[src/hdl/srfsr_pkg.sv]
package srfsr_pkg;

    localparam int RING_DEPTH = 1024;
    localparam int IDX_W      = $clog2(RING_DEPTH);
    localparam int MAX_BLOCK  = 64;
    localparam int CNT_W      = 7;
    localparam int SAMPLE_W   = 16;
    localparam int PAIR_W     = 2 * SAMPLE_W;
    localparam int DIV_STEPS  = IDX_W;
    localparam int DIV_CNT_W  = $clog2(DIV_STEPS + 1);
    localparam int REM_W      = CNT_W + 2;
    localparam int CFG_IDX_W  = 1;

    localparam logic [CFG_IDX_W-1:0] CFG_LIMIT_MODE    = 1'b0;
    localparam logic [CFG_IDX_W-1:0] CFG_BLOCK_SAMPLES = 1'b1;

    typedef enum logic [1:0] {
        REQ_WRITE   = 2'd0,
        REQ_PLAIN   = 2'd1,
        REQ_STRETCH = 2'd2
    } req_t;

    typedef enum logic [1:0] {
        ST_WRITTEN = 2'd0,
        ST_DROPPED = 2'd1,
        ST_PAIR    = 2'd2,
        ST_REFUSED = 2'd3
    } status_t;

    typedef enum logic [2:0] {
        DEC_NONE,
        DEC_WRITE,
        DEC_DROP,
        DEC_REFUSE,
        DEC_PLAIN,
        DEC_STRETCH
    } dec_t;

    typedef enum logic [2:0] {
        S_IDLE,
        S_DECIDE,
        S_DIV,
        S_READ,
        S_PAIR,
        S_RESULT
    } state_t;

    typedef struct packed {
        logic    latch_req;
        logic    write_mem;
        logic    init_plain;
        logic    init_stretch;
        logic    div_step;
        logic    read_mem;
        logic    load_pair;
        logic    load_single;
        status_t single_status;
    } ctrl_cmd_t;

    typedef struct packed {
        dec_t decision;
        logic div_done;
        logic pair_last;
        logic out_free;
    } dp_stat_t;

endpackage

[src/hdl/srfsr_ctrl.sv]
module srfsr_ctrl (
    input  logic                 clk,
    input  logic                 rst_n,
    input  logic                 req_valid,
    output logic                 req_ready,
    input  srfsr_pkg::dp_stat_t  stat,
    output srfsr_pkg::ctrl_cmd_t cmd
);
    import srfsr_pkg::*;

    state_t state_reg;
    state_t state_next;

    always_ff @(posedge clk or negedge rst_n)
    begin
        if (!rst_n)
        begin
            state_reg <= S_IDLE;
        end
        else
        begin
            state_reg <= state_next;
        end
    end

    always_comb
    begin
        state_next = state_reg;
        case (state_reg)
            S_IDLE:
            begin
                if (req_valid)
                begin
                    state_next = S_DECIDE;
                end
            end
            S_DECIDE:
            begin
                case (stat.decision)
                    DEC_WRITE, DEC_DROP, DEC_REFUSE: state_next = S_RESULT;
                    DEC_PLAIN:                       state_next = S_READ;
                    DEC_STRETCH:                     state_next = S_DIV;
                    default:                         state_next = S_IDLE;
                endcase
            end
            S_DIV:
            begin
                if (stat.div_done)
                begin
                    state_next = S_READ;
                end
            end
            S_READ:
            begin
                state_next = S_PAIR;
            end
            S_PAIR:
            begin
                if (stat.out_free)
                begin
                    state_next = stat.pair_last ? S_IDLE : S_READ;
                end
            end
            S_RESULT:
            begin
                if (stat.out_free)
                begin
                    state_next = S_IDLE;
                end
            end
            default:
            begin
                state_next = S_IDLE;
            end
        endcase
    end

    always_comb
    begin
        req_ready = 1'b0;
        cmd       = '0;
        case (state_reg)
            S_IDLE:
            begin
                req_ready     = 1'b1;
                cmd.latch_req = req_valid;
            end
            S_DECIDE:
            begin
                cmd.write_mem    = (stat.decision == DEC_WRITE);
                cmd.init_plain   = (stat.decision == DEC_PLAIN);
                cmd.init_stretch = (stat.decision == DEC_STRETCH);
            end
            S_DIV:
            begin
                cmd.div_step = !stat.div_done;
            end
            S_READ:
            begin
                cmd.read_mem = 1'b1;
            end
            S_PAIR:
            begin
                cmd.load_pair = stat.out_free;
            end
            S_RESULT:
            begin
                cmd.load_single = stat.out_free;
                case (stat.decision)
                    DEC_WRITE: cmd.single_status = ST_WRITTEN;
                    DEC_DROP:  cmd.single_status = ST_DROPPED;
                    default:   cmd.single_status = ST_REFUSED;
                endcase
            end
            default:
            begin
                cmd = '0;
            end
        endcase
    end

endmodule

[config.mk]
export PLATFORM = sky130hd
export DESIGN_NAME = srfsr_ctrl
export DESIGN_NICKNAME = d
export VERILOG_FILES = /design/src/hdl/srfsr_pkg.sv /design/src/hdl/srfsr_ctrl.sv
export SDC_FILE = /design/constraint.sdc
export NUM_CORES = 1
export LEC_CHECK = 0
export BUFFER_PORTS_ARGS = -buffer_cell sky130_fd_sc_hd__clkbuf_2
export CAP_MARGIN = 20
export CORE_AREA = 2 2 39 41
export CTS_CLUSTER_DIAMETER = 80
export DETAILED_ROUTE_END_ITERATION = 7
export DIE_AREA = 0 0 41 43
export SETUP_SLACK_MARGIN = 0.15
export SYNTH_ARGS = -nofsm -noshare
export SYNTH_HDL_FRONTEND = slang
export SYNTH_SLANG_ARGS = --single-unit
[constraint.sdc]
create_clock -name clk -period 1.7 [get_ports clk]
set_input_delay 0 -clock clk [delete_from_list [all_inputs] [get_ports clk]]
set_output_delay 0 -clock clk [all_outputs]
set_load 0.02 [all_outputs]
==> impl_metrics.toml <==
[worst_setup_path]
path_class = "register to output port"
crit_required_ns = 1.70
cp_slowest_cell = "dfrtp_2"
reg2reg_from = "state_reg[2]"
cp_slowest_stage_delay_ns = 0.49
arrival_ns = 1.45
r2r_slack_ns = 0.39
path_buf_inv = 1
reg2regPathDepth = 3
path_cells = "nor4b_4, nor3b_2, clkbuf_2"
end_kind = "output port"
cp_top_family = "simple AND/OR/NAND/NOR gates"
r2r_end = "state_reg[1]"
cp-startpoint = "state_reg[1]"
cp_max_fo = 14
cp-start-kind = "register"

[global_routing]
grt_overflow = 0
grt_pass1_wl_mm = 1.28
grt_max_degree = 16
grtUsageTotal_pct = 10.8
grt_pass1_vias = 330
antenna_found_initial = 0

[placement]
gp_congestion = 0.681
preCtsSetupSlack_ns = 0.328
port_buffers = 19
dp_hpwl_um = 662

[job]
cap_violations = 0

[floorplan]
die_area_mm2 = 0.00176
die_height_um = 43
ioPinCount = 20
start_util_pct = 27.2
die_w_um = 41
core_area_mm2 = 0.00138
rows = 14

[timing]
fmax_mhz = 691
hold_viol = 0
post-route-period-util_pct = 85.1
worst_slack_ns = 0.253
period_minus_slack_ns = 1.45
clock_skew_ns = 0.000585
report.final.slew_viol_count = 0
tightest_slew_ns = 0.284
setup_viol = 0
timing.hold.ws_ns = 0.0937
grt_setup_unrepaired = "false"
slew_headroom_pct = 81.1
finalSetupTns_ns = 0

[detailed_routing]
drt-wirelength-per-cell_um = 10.9
via_count = 391
drtIter0Drc = 2
via_per_inst = 4.89
post-route-drc-count = 0
first_pass_iters = 2
drt-total-wl_um = 872
ant_nets = 0

[pwr]
ir_drop_mv = 0.533
p_per_area_mw_per_mm2 = 1520
power.leakage_nw = 0.252
power.total_mw = 0.776

[synth]
syn-num-nets = 52
yosysTopAreaCell = "dfrtp_1"
synth_async_sr_flop_share_pct = 100
synth_top_area_share_pct = 19.9
synthCells = 43
synth.area.top_cells = "dfrtp_1, buf_6, nor3b_1"
synth.ff_latch_count = 3
yosysWarnings = 0
avgSynthCellArea_um2 = 8.76
synth_seq_area_share_pct = 19.9
synth_edf_count = 0
yosysUniqueCellTypes = 30
netlist_area_um2 = 377
yosys_most_used_dff = "dfrtp_1"

[clocking]
clk_pin_slew_ns = 0.04
clockBufferDepth = 2
cts_sinks = 3
numCtsBuffers = 3
cts_root_buffer = "clkbuf_4"
clock_latency_ns = 0.23
cts_tree = "yes"
post_cts_buffers = 0
h-tree-depth = 1

[finish]
layout-drive-gt1-share_pct = 48.4
fillCellCount = 153
post-route-util_pct = 37.0
nets = 74
syn2layout_area_growth_pct = 35.9
diodes = 0
largest_register_ffs = 3

[worst_hold_path]
hold_class = "input port to async pin"

[outcome]
status = "completed"
[Yosys cell counts (2+ instances only)]
cell     count
dfrtp_1      3
nor2_1       4
inv_1        3
buf_6        3
nor3b_1      3
a21oi_1      2
nor3_1       2
[per-stage QoR]
stage	cells	area, µm²
finish	80	512
global route	80	512
CTS	80	504
detailed placement	75	458
global placement	75	458
floorplan	43	377
[cell families (layout without fill, tap and decap cells)]
logic type / after synthesis / in the layout / synth area share, %
compound gates: 14 / 14 / 29.2
xor+xnor: 1 / 1 / 2.33
flops: 3 / 3 / 19.9
simple gates: 18 / 18 / 34.6
buf+inv: 7 / 28 / 14.0
[layer usage]
metal / wire length, µm / vias up / GRT usage [%]
met1: 392 / 174 / 12.6
li1: - / 207 / -
met5: 0 / - / 0
met3: 57 / 0 / 3.14
met2: 422 / 10 / 16.6
met4: 0 / 0 / 6.00
[report_power, final]
group / switching [mW] / total [mW] / internal, mW
Clock: 0.0364 / 0.124 / 0.0879
Combinational: 0.209 / 0.426 / 0.217
Sequential: 0.116 / 0.225 / 0.110
[cells in the final DEF, fill, tap and decap left out]
master,netlist,routed
clkbuf_2,0,19
nor2_1,4,4
inv_1,3,3
clkbuf_4,0,3
dfrtp_2,0,3
nor3_1,2,2
nor3b_1,3,2
a21oi_1,2,2
xnor2_1,1,1
nor2b_1,1,1
o211a_1,1,1
o311a_1,1,1
nor4b_4,0,1
nand2_1,1,1
nor4_2,1,1
nand2b_2,1,1
and3_1,1,1
nand4bb_1,1,1
nor3b_2,0,1
and4bb_2,1,1
o221ai_1,1,1
o21bai_1,1,1
o21a_1,1,1
o32a_1,1,1
a31oi_1,1,1
a2bb2oi_1,1,1
a311o_1,1,1
o21ai_0,1,1
a31o_1,1,1
nand2b_1,1,1
a21o_1,1,1
clkbuf_1,0,1
dlygate4sd3_1,0,1
buf_4,1,1
[worst max-delay path by stage]
stage	to	slack, ns	depth (start not counted)
floorplan	state_reg[1]	0.37	4
global placement	state_reg[1]	0.36	3
detailed placement	state_reg[1]	0.33	3
CTS	cmd[8]	0.15	3
global route	cmd[8]	0.18	3
finish	cmd[8]	0.25	3
[cell type report]
type	instances	area, µm²	share of cell area, %
flip-flops and latches	3	78.8	15.4
clock buffers	4	26.3	5.13
repair buffers	21	113	22.0
multi-input cells	33	263	51.3
inverters	3	11.3	2.20
well taps	16	20.0	3.91
[repair_timing]
| action | CTS | global route |
|---|---|---|
| gates cloned | 0 | 0 |
| resized for setup | 2 | 3 |
| endpoints found under the setup margin | 1 | 4 |
| hold buffers | 1 | 0 |
| pin swaps | 0 | 0 |
| endpoints found under the hold margin | 3 | 0 |
Note: power is estimated with default switching activity, not from simulation.
